<file path="src/pfc_pkg.sv">
`timescale 1ns / 1ps
`default_nettype none
// ----------------------------------------------------------------------------
// pfc_pkg
// Shared types, constants and letter helpers for the Playfair cipher block.
// ----------------------------------------------------------------------------
package pfc_pkg;

  // Square geometry and letter codes (A=0 .. Z=25)
  localparam int unsigned SqDim   = 5;
  localparam int unsigned SqCells = SqDim * SqDim;
  localparam int unsigned NumLetters = 26;
  localparam logic [4:0]  CodeI   = 5'd8;
  localparam logic [4:0]  CodeJ   = 5'd9;
  localparam logic [4:0]  CodeX   = 5'd23;
  localparam logic [4:0]  CodeZ   = 5'd25;
  localparam logic [4:0]  CodeLast = 5'd25;
  localparam logic [7:0]  CharUpA = 8'h41;
  localparam logic [7:0]  CharUpZ = 8'h5A;
  localparam logic [7:0]  CharLoA = 8'h61;
  localparam logic [7:0]  CharLoZ = 8'h7A;

  // Request codes on the input channel
  typedef enum logic [1:0] {
    REQ_KEY      = 2'd0,
    REQ_KEY_DONE = 2'd1,
    REQ_TEXT     = 2'd2,
    REQ_END      = 2'd3
  } req_e;

  // Register index on the config port
  localparam logic RegDecryptMode = 1'b0;

  // Decoded character
  typedef struct packed {
    logic       valid;
    logic [4:0] code;
  } lcode_t;

  // Control from the sequencer to the square storage
  typedef struct packed {
    logic       clear;
    logic       place_en;
    logic [4:0] place_code;
    logic       pos_rd_en;
    logic [4:0] pos_rd_addr;
    logic       sq_rd_en;
    logic [4:0] sq_rd_addr;
  } sq_ctrl_t;

  // Read data back from the square storage
  typedef struct packed {
    logic [4:0] pos_rdata;
    logic [4:0] sq_rdata;
  } sq_rsp_t;

  // Letter code with J folded to I; invalid for non-letters
  function automatic lcode_t letter_code(logic [7:0] ch);
    lcode_t r;
    r.valid = 1'b0;
    r.code  = '0;
    if (ch >= CharUpA && ch <= CharUpZ) begin
      r.valid = 1'b1;
      r.code  = 5'(ch - CharUpA);
    end else if (ch >= CharLoA && ch <= CharLoZ) begin
      r.valid = 1'b1;
      r.code  = 5'(ch - CharLoA);
    end
    if (r.code == CodeJ) begin
      r.code = CodeI;
    end
    return r;
  endfunction

  // Row of a square index (index / 5)
  function automatic logic [2:0] pos_row(logic [4:0] p);
    logic [2:0] r;
    if (p < 5'd5) begin
      r = 3'd0;
    end else if (p < 5'd10) begin
      r = 3'd1;
    end else if (p < 5'd15) begin
      r = 3'd2;
    end else if (p < 5'd20) begin
      r = 3'd3;
    end else begin
      r = 3'd4;
    end
    return r;
  endfunction

  // Row start index (row * 5)
  function automatic logic [4:0] row_base(logic [2:0] r);
    return 5'({r, 2'b00}) + 5'(r);
  endfunction

  // Column of a square index (index % 5)
  function automatic logic [2:0] pos_col(logic [4:0] p);
    logic [4:0] diff;
    diff = p - row_base(pos_row(p));
    return diff[2:0];
  endfunction

  // Step one place along a row or column: +1 to encrypt, +4 (i.e. -1) to decrypt
  function automatic logic [2:0] step5(logic [2:0] v, logic dec);
    logic [2:0] r;
    if (dec) begin
      r = (v == 3'd0) ? 3'd4 : v - 3'd1;
    end else begin
      r = (v == 3'd4) ? 3'd0 : v + 3'd1;
    end
    return r;
  endfunction

endpackage
`default_nettype wire

</file>
<file path="src/pfc_if.sv">
`timescale 1ns / 1ps
`default_nettype none
// ----------------------------------------------------------------------------
// pfc_if
// Valid/ready stream interfaces for the cipher request and result channels.
// ----------------------------------------------------------------------------

// Request channel: key/text characters and markers
interface pfc_in_if;
  logic       valid;
  logic       ready;
  logic [1:0] req_type;
  logic [7:0] char_in;

  modport source (output valid, output req_type, output char_in, input ready);
  modport sink   (input valid, input req_type, input char_in, output ready);
endinterface

// Result channel: ciphered letters and end markers
interface pfc_out_if;
  logic       valid;
  logic       ready;
  logic [7:0] out_char;
  logic       char_valid;
  logic       last;

  modport source (output valid, output out_char, output char_valid, output last,
                  input ready);
  modport sink   (input valid, input out_char, input char_valid, input last,
                  output ready);
endinterface
`default_nettype wire

</file>
<file path="src/playfair_digraph_cipher.sv">
`timescale 1ns / 1ps
`default_nettype none
// ----------------------------------------------------------------------------
// playfair_digraph_cipher
// Playfair cipher: builds a 5x5 key square from key characters, then ciphers
// text characters in pairs (in encrypt mode X goes between doubled letters and
// Z pads an odd tail).
// Usage: requests arrive on in_i (req_type, char_in), one beat at a time;
// results leave on out_o (out_char, char_valid, last). decrypt_mode is an APB
// register at byte address 0, to be written by the user only while the block
// is idle; the block itself does not enforce this.
// A key character, or a text character that completes no pair, gives no result.
// Key done on an unbuilt square walks the alphabet in S_FILL and places every
// letter not yet used, skipping J. A text character or end that completes a
// pair reads both positions (S_POS_A, S_POS_B), maps them (S_MAP1, S_MAP2) and
// gives two result beats (S_EMIT1, S_EMIT2); an end with no pending letter, or
// any end in decrypt mode, gives one bare end-marker beat. Pairs are serialised
// by each square memory's single read port and the one shared mapping unit.
// Reset clears flags, pending letters and the mode; the square memories hold
// no reset value and are rebuilt by the next key. A result beat sits in an
// output register; when the receiver stalls the sequencer waits for that
// register to free up, and in_i.ready stays low until the last beat of the
// item has been loaded into it.
// ----------------------------------------------------------------------------
module playfair_digraph_cipher
  import pfc_pkg::*;
(
  input  logic        clk_i,
  input  logic        rst_ni,
  pfc_in_if.sink      in_i,
  pfc_out_if.source   out_o,
  input  logic        psel,
  input  logic        penable,
  input  logic        pwrite,
  input  logic [2:0]  paddr,
  input  logic [31:0] pwdata,
  output logic [31:0] prdata,
  output logic        pready
);

  typedef enum logic [3:0] {
    S_IDLE,
    S_FILL,
    S_POS_A,
    S_POS_B,
    S_MAP1,
    S_MAP2,
    S_EMIT1,
    S_EMIT2,
    S_MARK
  } state_e;

  state_e     state_q;
  logic       mode_q;
  logic       sq_ready_q;
  logic [4:0] pend_q, prev_q;
  logic       pend_v_q, prev_v_q;
  logic [4:0] a_q, b_q;
  logic       last_q;
  logic [4:0] fillc_q;
  logic [4:0] pa_q, pb_q, l1_q;
  logic       out_v_q;
  logic [7:0] out_char_q;
  logic       out_cv_q, out_last_q;

  sq_ctrl_t   sq_ctrl;
  sq_rsp_t    sq_rsp;
  lcode_t     lc;
  req_e       req;
  logic       in_beat, slot_free, cfg_wr;
  logic [4:0] map_own, map_oth, map_pos;

  // Text-character pairing decision
  logic       txt_pair;
  logic [4:0] txt_a, txt_b, txt_pend;
  logic       txt_pend_v;

  assign req       = req_e'(in_i.req_type);
  assign lc        = letter_code(in_i.char_in);
  assign in_i.ready = (state_q == S_IDLE);
  assign in_beat   = in_i.valid && in_i.ready;
  assign slot_free = !out_v_q || out_o.ready;

  // APB register port
  assign pready = 1'b1;
  assign cfg_wr = psel && penable && pwrite && (paddr[2] == RegDecryptMode);
  assign prdata = (paddr[2] == RegDecryptMode) ? {31'd0, mode_q} : 32'd0;

  always_comb begin
    logic dbl;
    dbl        = !mode_q && prev_v_q && (prev_q == lc.code);
    txt_pair   = 1'b0;
    txt_a      = pend_q;
    txt_b      = lc.code;
    txt_pend   = lc.code;
    txt_pend_v = 1'b1;
    if (dbl) begin
      txt_pair = 1'b1;
      if (pend_v_q) begin
        txt_b = CodeX;
      end else begin
        txt_a      = CodeX;
        txt_pend_v = 1'b0;
      end
    end else if (pend_v_q) begin
      txt_pair   = 1'b1;
      txt_pend_v = 1'b0;
    end
  end

  // Shared mapping unit: first letter, then second with operands swapped
  assign map_own = (state_q == S_MAP1) ? pa_q : pb_q;
  assign map_oth = (state_q == S_MAP1) ? sq_rsp.pos_rdata : pa_q;

  pfc_map u_map (
    .decrypt_i   (mode_q),
    .own_pos_i   (map_own),
    .other_pos_i (map_oth),
    .out_pos_o   (map_pos)
  );

  // Square storage control
  always_comb begin
    sq_ctrl             = '0;
    sq_ctrl.place_code  = lc.code;
    sq_ctrl.pos_rd_addr = a_q;
    sq_ctrl.sq_rd_addr  = map_pos;
    case (state_q)
      S_IDLE: begin
        if (in_beat && req == REQ_KEY) begin
          sq_ctrl.clear    = sq_ready_q;
          sq_ctrl.place_en = lc.valid;
        end
      end
      S_FILL: begin
        sq_ctrl.place_code = fillc_q;
        sq_ctrl.place_en   = (fillc_q != CodeJ);
      end
      S_POS_A: sq_ctrl.pos_rd_en = 1'b1;
      S_POS_B: begin
        sq_ctrl.pos_rd_en   = 1'b1;
        sq_ctrl.pos_rd_addr = b_q;
      end
      S_MAP1:  sq_ctrl.sq_rd_en = 1'b1;
      S_MAP2:  sq_ctrl.sq_rd_en = 1'b1;
      default: sq_ctrl.sq_rd_en = 1'b0;
    endcase
  end

  pfc_square u_square (
    .clk_i  (clk_i),
    .rst_ni (rst_ni),
    .ctrl_i (sq_ctrl),
    .rsp_o  (sq_rsp)
  );

  // Sequencer, pair state and output register
  always_ff @(posedge clk_i or negedge rst_ni) begin
    if (!rst_ni) begin
      state_q    <= S_IDLE;
      mode_q     <= 1'b0;
      sq_ready_q <= 1'b0;
      pend_q     <= '0;
      pend_v_q   <= 1'b0;
      prev_q     <= '0;
      prev_v_q   <= 1'b0;
      a_q        <= '0;
      b_q        <= '0;
      last_q     <= 1'b0;
      fillc_q    <= '0;
      pa_q       <= '0;
      pb_q       <= '0;
      l1_q       <= '0;
      out_v_q    <= 1'b0;
      out_char_q <= '0;
      out_cv_q   <= 1'b0;
      out_last_q <= 1'b0;
    end else begin
      if (cfg_wr) begin
        mode_q <= pwdata[0];
      end
      if (out_o.ready) begin
        out_v_q <= 1'b0;
      end
      case (state_q)
        S_IDLE: begin
          if (in_beat) begin
            case (req)
              REQ_KEY: begin
                if (sq_ready_q) begin
                  sq_ready_q <= 1'b0;
                  pend_q     <= '0;
                  pend_v_q   <= 1'b0;
                  prev_q     <= '0;
                  prev_v_q   <= 1'b0;
                end
              end
              REQ_KEY_DONE: begin
                if (!sq_ready_q) begin
                  fillc_q <= '0;
                  state_q <= S_FILL;
                end
              end
              REQ_TEXT: begin
                if (sq_ready_q && lc.valid) begin
                  pend_q   <= txt_pend_v ? txt_pend : 5'd0;
                  pend_v_q <= txt_pend_v;
                  if (!mode_q) begin
                    prev_q   <= lc.code;
                    prev_v_q <= 1'b1;
                  end
                  if (txt_pair) begin
                    a_q     <= txt_a;
                    b_q     <= txt_b;
                    last_q  <= 1'b0;
                    state_q <= S_POS_A;
                  end
                end
              end
              default: begin
                if (sq_ready_q) begin
                  if (!mode_q && pend_v_q) begin
                    a_q     <= pend_q;
                    b_q     <= CodeZ;
                    last_q  <= 1'b1;
                    state_q <= S_POS_A;
                  end else begin
                    state_q <= S_MARK;
                  end
                  pend_q   <= '0;
                  pend_v_q <= 1'b0;
                  prev_q   <= '0;
                  prev_v_q <= 1'b0;
                end
              end
            endcase
          end
        end
        S_FILL: begin
          fillc_q <= fillc_q + 5'd1;
          if (fillc_q == CodeLast) begin
            sq_ready_q <= 1'b1;
            state_q    <= S_IDLE;
          end
        end
        S_POS_A: state_q <= S_POS_B;
        S_POS_B: begin
          pa_q    <= sq_rsp.pos_rdata;
          state_q <= S_MAP1;
        end
        S_MAP1: begin
          pb_q    <= sq_rsp.pos_rdata;
          state_q <= S_MAP2;
        end
        S_MAP2: begin
          l1_q    <= sq_rsp.sq_rdata;
          state_q <= S_EMIT1;
        end
        S_EMIT1: begin
          if (slot_free) begin
            out_v_q    <= 1'b1;
            out_char_q <= CharUpA + 8'(l1_q);
            out_cv_q   <= 1'b1;
            out_last_q <= 1'b0;
            state_q    <= S_EMIT2;
          end
        end
        S_EMIT2: begin
          if (slot_free) begin
            out_v_q    <= 1'b1;
            out_char_q <= CharUpA + 8'(sq_rsp.sq_rdata);
            out_cv_q   <= 1'b1;
            out_last_q <= last_q;
            state_q    <= S_IDLE;
          end
        end
        S_MARK: begin
          if (slot_free) begin
            out_v_q    <= 1'b1;
            out_char_q <= '0;
            out_cv_q   <= 1'b0;
            out_last_q <= 1'b1;
            state_q    <= S_IDLE;
          end
        end
        default: state_q <= S_IDLE;
      endcase
    end
  end

  assign out_o.valid      = out_v_q;
  assign out_o.out_char   = out_char_q;
  assign out_o.char_valid = out_cv_q;
  assign out_o.last       = out_last_q;

  // Key done on an unbuilt square starts the alphabet fill
  a_fill_start: assert property (@(posedge clk_i) disable iff (!rst_ni)
    in_beat && req == REQ_KEY_DONE && !sq_ready_q |=> state_q == S_FILL)
    else $error("key done did not start the fill");

  // The square is never marked ready while it is still being filled
  a_fill_not_ready: assert property (@(posedge clk_i) disable iff (!rst_ni)
    state_q == S_FILL |-> !sq_ready_q)
    else $error("square ready during fill");

  // A bare end marker always closes the text
  a_marker_last: assert property (@(posedge clk_i) disable iff (!rst_ni)
    out_v_q && !out_cv_q |-> out_last_q && out_char_q == 8'd0)
    else $error("bare marker without last");

  // Letter beats carry an uppercase letter
  a_letter_range: assert property (@(posedge clk_i) disable iff (!rst_ni)
    out_v_q && out_cv_q |-> out_char_q >= CharUpA && out_char_q <= CharUpZ)
    else $error("result letter out of range");

  // The second letter of a pair is loaded right after the first
  a_pair_order: assert property (@(posedge clk_i) disable iff (!rst_ni)
    state_q == S_EMIT1 && slot_free |=> state_q == S_EMIT2 && out_v_q)
    else $error("pair emission out of order");

endmodule
`default_nettype wire

</file>
<file path="src/pfc_map.sv">
`timescale 1ns / 1ps
`default_nettype none
// ----------------------------------------------------------------------------
// pfc_map
// Shared position-mapping unit: given a letter's square index and its partner's,
// returns the square index of the ciphered letter (row, column, rectangle rule).
// ----------------------------------------------------------------------------
module pfc_map
  import pfc_pkg::*;
(
  input  logic       decrypt_i,
  input  logic [4:0] own_pos_i,
  input  logic [4:0] other_pos_i,
  output logic [4:0] out_pos_o
);

  logic [2:0] own_r, own_c, oth_r, oth_c;
  logic [2:0] res_r, res_c;

  assign own_r = pos_row(own_pos_i);
  assign own_c = pos_col(own_pos_i);
  assign oth_r = pos_row(other_pos_i);
  assign oth_c = pos_col(other_pos_i);

  // Same row shifts the column, same column shifts the row, else swap columns
  always_comb begin
    if (own_r == oth_r) begin
      res_r = own_r;
      res_c = step5(own_c, decrypt_i);
    end else if (own_c == oth_c) begin
      res_r = step5(own_r, decrypt_i);
      res_c = own_c;
    end else begin
      res_r = own_r;
      res_c = oth_c;
    end
  end

  assign out_pos_o = row_base(res_r) + 5'(res_c);

endmodule
`default_nettype wire

</file>
<file path="src/pfc_square.sv">
`timescale 1ns / 1ps
`default_nettype none
// ----------------------------------------------------------------------------
// pfc_square
// Key square storage: square and letter-position memories, used-letter flags
// and fill index. Places letters and serves one registered read per memory.
// ----------------------------------------------------------------------------
module pfc_square
  import pfc_pkg::*;
(
  input  logic     clk_i,
  input  logic     rst_ni,
  input  sq_ctrl_t ctrl_i,
  output sq_rsp_t  rsp_o
);

  logic [4:0]            key_sq_mem [SqCells];
  logic [4:0]            pos_mem    [NumLetters];
  logic [NumLetters-1:0] used_q;
  logic [4:0]            fill_q;
  logic [NumLetters-1:0] used_eff;
  logic [4:0]            fill_eff;
  logic                  do_place;
  logic [4:0]            pos_rdata_q;
  logic [4:0]            sq_rdata_q;

  // A new key clears flags and index in the same cycle as its first letter
  assign used_eff = ctrl_i.clear ? '0 : used_q;
  assign fill_eff = ctrl_i.clear ? '0 : fill_q;
  assign do_place = ctrl_i.place_en && !used_eff[ctrl_i.place_code]
                    && (fill_eff < 5'(SqCells));

  // Used flags and fill index
  always_ff @(posedge clk_i or negedge rst_ni) begin
    if (!rst_ni) begin
      used_q <= '0;
      fill_q <= '0;
    end else begin
      used_q <= used_eff | (do_place ? (NumLetters'(1) << ctrl_i.place_code) : '0);
      fill_q <= do_place ? fill_eff + 5'd1 : fill_eff;
    end
  end

  // Memory writes
  always_ff @(posedge clk_i) begin
    if (do_place) begin
      key_sq_mem[fill_eff]         <= ctrl_i.place_code;
      pos_mem[ctrl_i.place_code]   <= fill_eff;
    end
  end

  // Registered reads, held while not enabled
  always_ff @(posedge clk_i) begin
    if (ctrl_i.pos_rd_en) begin
      pos_rdata_q <= pos_mem[ctrl_i.pos_rd_addr];
    end
    if (ctrl_i.sq_rd_en) begin
      sq_rdata_q <= key_sq_mem[ctrl_i.sq_rd_addr];
    end
  end

  assign rsp_o.pos_rdata = pos_rdata_q;
  assign rsp_o.sq_rdata  = sq_rdata_q;

endmodule
`default_nettype wire

</file>
<file path="src/flat_wrapper.sv">
// flat-port wrapper written by rule: the top's interface ports become plain ports
module playfair_digraph_cipher_flat import pfc_pkg::*;
  (clk_i, rst_ni, psel, penable, pwrite, paddr, pwdata, prdata, pready, in_i_valid, in_i_req_type, in_i_char_in, in_i_ready, out_o_valid, out_o_out_char, out_o_char_valid, out_o_last, out_o_ready);
  pfc_in_if in_i_i ();
  pfc_out_if out_o_i ();
  input  logic clk_i;
  input  logic rst_ni;
  input  logic psel;
  input  logic penable;
  input  logic pwrite;
  input  logic [2:0] paddr;
  input  logic [31:0] pwdata;
  output logic [31:0] prdata;
  output logic pready;
  input wire logic [$bits(in_i_i.valid)-1:0] in_i_valid;
  input wire logic [$bits(in_i_i.req_type)-1:0] in_i_req_type;
  input wire logic [$bits(in_i_i.char_in)-1:0] in_i_char_in;
  output wire logic [$bits(in_i_i.ready)-1:0] in_i_ready;
  output wire logic [$bits(out_o_i.valid)-1:0] out_o_valid;
  output wire logic [$bits(out_o_i.out_char)-1:0] out_o_out_char;
  output wire logic [$bits(out_o_i.char_valid)-1:0] out_o_char_valid;
  output wire logic [$bits(out_o_i.last)-1:0] out_o_last;
  input wire logic [$bits(out_o_i.ready)-1:0] out_o_ready;
  assign in_i_i.valid = in_i_valid;
  assign in_i_i.req_type = in_i_req_type;
  assign in_i_i.char_in = in_i_char_in;
  assign in_i_ready = in_i_i.ready;
  assign out_o_valid = out_o_i.valid;
  assign out_o_out_char = out_o_i.out_char;
  assign out_o_char_valid = out_o_i.char_valid;
  assign out_o_last = out_o_i.last;
  assign out_o_i.ready = out_o_ready;
  playfair_digraph_cipher u_core (.clk_i(clk_i), .rst_ni(rst_ni), .in_i(in_i_i), .out_o(out_o_i), .psel(psel), .penable(penable), .pwrite(pwrite), .paddr(paddr), .pwdata(pwdata), .prdata(prdata), .pready(pready));
endmodule
</file>
<file path="config.mk">
export PLATFORM = sky130hd
export DESIGN_NAME = playfair_digraph_cipher_flat
export DESIGN_NICKNAME = d
export VERILOG_FILES = /design/src/pfc_pkg.sv /design/src/pfc_if.sv /design/src/playfair_digraph_cipher.sv /design/src/pfc_map.sv /design/src/pfc_square.sv /design/src/flat_wrapper.sv
export SDC_FILE = /design/constraint.sdc
export NUM_CORES = 1
export LEC_CHECK = 0
export BUFFER_PORTS_ARGS = -buffer_cell sky130_fd_sc_hd__clkbuf_2
export CAP_MARGIN = 15
export CORE_ASPECT_RATIO = 1.2
export CORE_MARGIN = 2
export CORE_UTILIZATION = 61
export CTS_CLUSTER_DIAMETER = 150
export DETAILED_ROUTE_END_ITERATION = 10
export PLACE_DENSITY_LB_ADDON = 0.08
export SYNTH_ARGS = -nofsm -noshare
export SYNTH_HDL_FRONTEND = slang
export SYNTH_SLANG_ARGS = --single-unit
export TNS_END_PERCENT = 20
</file>
<file path="constraint.sdc">
create_clock -name clk_i -period 8.2 [get_ports clk_i]
set_clock_uncertainty 0.15 [all_clocks]
set_input_delay 0.41 -clock clk_i [delete_from_list [all_inputs] [get_ports clk_i]]
set_output_delay 0.41 -clock clk_i [all_outputs]
set_load 0.02 [all_outputs]
</file>
==> run_results.csv <==
group,metric,value,unit
outcome,status,"finished, final reports clean",
logic_synthesis,ys_ff_latch,355,
global_routing,grt.total_usage,24.1,%
detailed_routing,routed_wl,34300,um
clocking,h-tree-depth,2,
clocking,cts_buffer_depth,3,
detailed_routing,wl_met2,17600,um
sta,relSlewSlack,21.9,%
logic_synthesis,synth_top_flop_cell,"edfxtp_1",
die,core_area,0.0272,mm^2
die,fp.dieArea,0.0291,mm^2
clocking,cts_root_buf,"clkbuf_16",
critical_path,rr_worst_depth,19,
detailed_routing,post_drt_wl_per_cell,21.1,um
worst_hold_path,hp-start,"pwrite",
sta,fmax,141,MHz
place,gp_congestion,0.836,
detailed_routing,routed.top_layer,"met5",
sta,setup_tns,0,ns
logic_synthesis,async_reset_ff_share,25.4,%
global_routing,grt_max_degree,71,
clocking,cts_tree,"done",
logic_synthesis,synth_edf_count,265,
worst_hold_path,whs_path_depth,3,
detailed_routing,wl_met3,1670,um
critical_path,critPathArrivalTime,7.18,ns
logic_synthesis,synth_area,0.0169,mm^2
detailed_routing,num_vias,10000,
critical_path,timing.rr.end,"u_core.u_square.sq_rdata_q[0]",
die,die_y,187,um
cells_and_area,num_antenna_cells,0,
sta,worst_pin_slew,1.16,ns
logic_synthesis,syn_inst,1240,
critical_path,cp_max_fo,20,
logic_synthesis,seq_area_frac_synth,60.3,%
sta,finalSetupViolCount,0,
place,portBuffers,30,
global_routing,grt-ovfl-total,0,
detailed_routing,drt_iter0_markers,780,
global_routing,grt_pass1_wl,54500,um
critical_path,required,8.30,ns
die,initial_utilization,62.3,%
clocking,ctsResizeCount,0,
sta,grt_setup_unrepaired,"false",
detailed_routing,wl_met1,14000,um
critical_path,rrSetupSlack,1.11,ns
logic_synthesis,synth_cell_types,92,
cells_and_area,drive_gt1_share,18.9,%
logic_synthesis,ys.warnings.count,0,
sta,layout_min_cycle_time,7.09,ns
critical_path,end_kind,"register",
die,die_w,156,um
clocking,clk_latency,0.53,ns
detailed_routing,drtPass1Iterations,7,
logic_synthesis,synth_top_area_cell,"edfxtp_1",
logic_synthesis,synth.area.top_cells,"edfxtp_1, dfrtp_1, mux4_2",
clocking,clkTransAtPathRegs,0.06,ns
logic_synthesis,syn_avg_cell_area,13.7,um^2
clocking,clock-sinks,355,
die,rows,66,
sta,final_hold_viol_count,0,
critical_path,path_class,"reg2reg",
detailed_routing,postRouteAntennaNets,0,
cells_and_area,area_growth_syn_to_layout,9.56,%
job,cap_violations,0,
clocking,numCtsBuffers,35,
sta,drv_slew,0,
place,dpl.hpwl,23200,um
global_routing,grt_pass1_vias,9940,
global_routing,antenna_found_initial,1,
detailed_routing,via_per_inst,6.15,
worst_hold_path,min_to,"u_core.mode_q",
critical_path,critPathLaunchType,"register",
logic_synthesis,synth_top_area_share,47.0,%
worst_hold_path,min_path_type,"in2reg",
cells_and_area,nets,1345,
sta,period_share,86.4,%
detailed_routing,drc_errors,0,
die,pin_count,97,
critical_path,reg2reg_from,"u_core.state_q[0]",
==> layout by cell type, fill, tap and decap left out, types with 7 or more instances in the layout <==
| master | synthesis | routed |
|---|---|---|
| nor3_1 | 19 | 18 |
| nand3_1 | 9 | 9 |
| or2_2 | 7 | 7 |
| nand2b_1 | 13 | 13 |
| clkbuf_2 | 0 | 32 |
| o31ai_1 | 19 | 19 |
| a21o_1 | 9 | 9 |
| mux2_2 | 23 | 23 |
| nor2b_1 | 11 | 11 |
| dfrtp_1 | 90 | 90 |
| nor4_2 | 8 | 8 |
| mux2i_1 | 25 | 22 |
| nor4_1 | 15 | 15 |
| o21ai_0 | 67 | 66 |
| ha_1 | 26 | 25 |
| clkbuf_8 | 0 | 8 |
| edfxtp_1 | 265 | 265 |
| nor2_1 | 78 | 78 |
| o22a_1 | 7 | 7 |
| a211oi_1 | 10 | 10 |
| conb_1 | 2 | 33 |
| nand4_1 | 10 | 10 |
| xor2_1 | 14 | 14 |
| a21oi_1 | 24 | 24 |
| mux4_2 | 66 | 66 |
| xnor2_1 | 10 | 10 |
| buf_4 | 35 | 18 |
| o211ai_1 | 15 | 15 |
| clkbuf_16 | 0 | 37 |
| inv_1 | 42 | 42 |
| nand2_1 | 129 | 129 |
| a22o_1 | 8 | 8 |
==> metal layers <==
metal / vias up / GRT usage, %
met2: 268 / 41.5
met4: 2 / 7.37
met5: - / 0
met3: 63 / 3.86
met1: 4984 / 31.8
li1: 4693 / -
==> area by class of cell <==
cell class                      count  area [um^2]
Timing Repair Buffer               55          373
Fill cell                        1921         8620
Clock inverter                     14          145
Tap cell                          340          425
Inverter                           43          161
Multi-Input combinational cell    773         6190
Sequential cell                   355        10200
Clock buffer                       48         1050
==> state kept, by name, indices dropped and copies added, names as in the netlist, 4 cells and up <==
signal / count
u_core.a_q: 5
u_core.b_q: 5
u_core.fillc_q: 5
u_core.l1_q: 5
u_core.out_o.out_char: 7
u_core.pa_q: 5
u_core.pb_q: 5
u_core.pend_q: 5
u_core.prev_q: 5
u_core.state_q: 4
u_core.u_square.fill_q: 5
u_core.u_square.key_sq_mem: 125
u_core.u_square.pos_mem: 130
u_core.u_square.pos_rdata_q: 5
u_core.u_square.sq_rdata_q: 5
u_core.u_square.used_q: 26
==> per-stage QoR <==
step	std cells	hold WS (ns)	setup slack, ns	utilization [%]	instance area, um^2
floorplan	1271	-0.0356	1.86	-	17100
global placement	1558	0.165	1.18	63.6	17300
detailed placement	1558	0.166	1.14	63.6	17300
CTS	1622	0.0755	1.14	68.0	18500
global route	1628	0.0920	0.795	68.3	18600
finish	1628	0.0840	1.11	68.3	18600
==> cells in the mapped netlist (all sizes together), types with 4 or more instances <==
master	n
or2	8
and3	5
a21oi	24
buf	59
o22ai	5
nand2	129
a22o	8
and2	5
a211o	4
nor4b	4
a21o	9
dfrtp	90
nor3b	4
o21a	6
xnor2	11
nand3	10
nand4	10
clkbuf	41
inv	43
a31oi	7
edfxtp	265
o22a	7
nand2b	14
xor2	14
o31ai	20
mux2i	25
ha	26
o21ai	72
nor3	20
mux2	28
nor4	24
nor2b	11
fa	4
mux4	66
o211ai	17
a211oi	10
nor2	78
==> worst max path at each step <==
stage                           start                       endpoint  slack (ns)  cells past startpoint
global placement    u_core.state_q[0]  u_core.u_square.sq_rdata_q[0]        1.18                     17
detailed placement  u_core.state_q[0]  u_core.u_square.sq_rdata_q[0]        1.14                     19
finish              u_core.state_q[0]  u_core.u_square.sq_rdata_q[0]        1.11                     19
CTS                 u_core.state_q[0]  u_core.u_square.sq_rdata_q[0]        1.14                     19
floorplan           u_core.state_q[0]  u_core.u_square.sq_rdata_q[0]        1.86                     20
global route        u_core.state_q[0]  u_core.u_square.sq_rdata_q[0]        0.79                     19
==> what timing repair did <==
| action | 4_1_cts | 5_1_grt |
|---|---|---|
| hold endpoints to repair | 21 | 0 |
| buffers inserted | 0 | 0 |
| hold buffers | 2 | 0 |
==> critical path: stages, from the launching register on <==
cell and delay (ns):
dfrtp_1 0.59, or4b_4 0.75, nor3_1 0.39, or2_2 0.21
inv_1 0.09, ha_1 0.20, fa_1 0.45, a211o_1 0.29
nand4_1 0.24, xnor2_1 0.13, or3_4 0.41, o21ai_0 0.33
ha_1 0.30, ha_1 0.84, buf_4 0.31, buf_4 0.20
mux4_2 0.32, mux2i_1 0.18, o21ai_0 0.09, mux2_1 0.35
==> logic make-up after synthesis <==
group / count (synthesis) / share of synthesized area, %
and+or+nand+nor: 337 / 10.2
xor gates and xnor gates: 25 / 1.34
AOI/OAI and AO/OA: 226 / 9.18
buffers and inverters: 143 / 4.23
muxes: 119 / 12.1
DFF: 355 / 60.3
other: 2 / 0.0443
adders and majority gates: 33 / 2.57
Power is left out: the tool's default activity adds up to more than one toggle a clock period on the data nets, which glitch-free logic cannot reach.
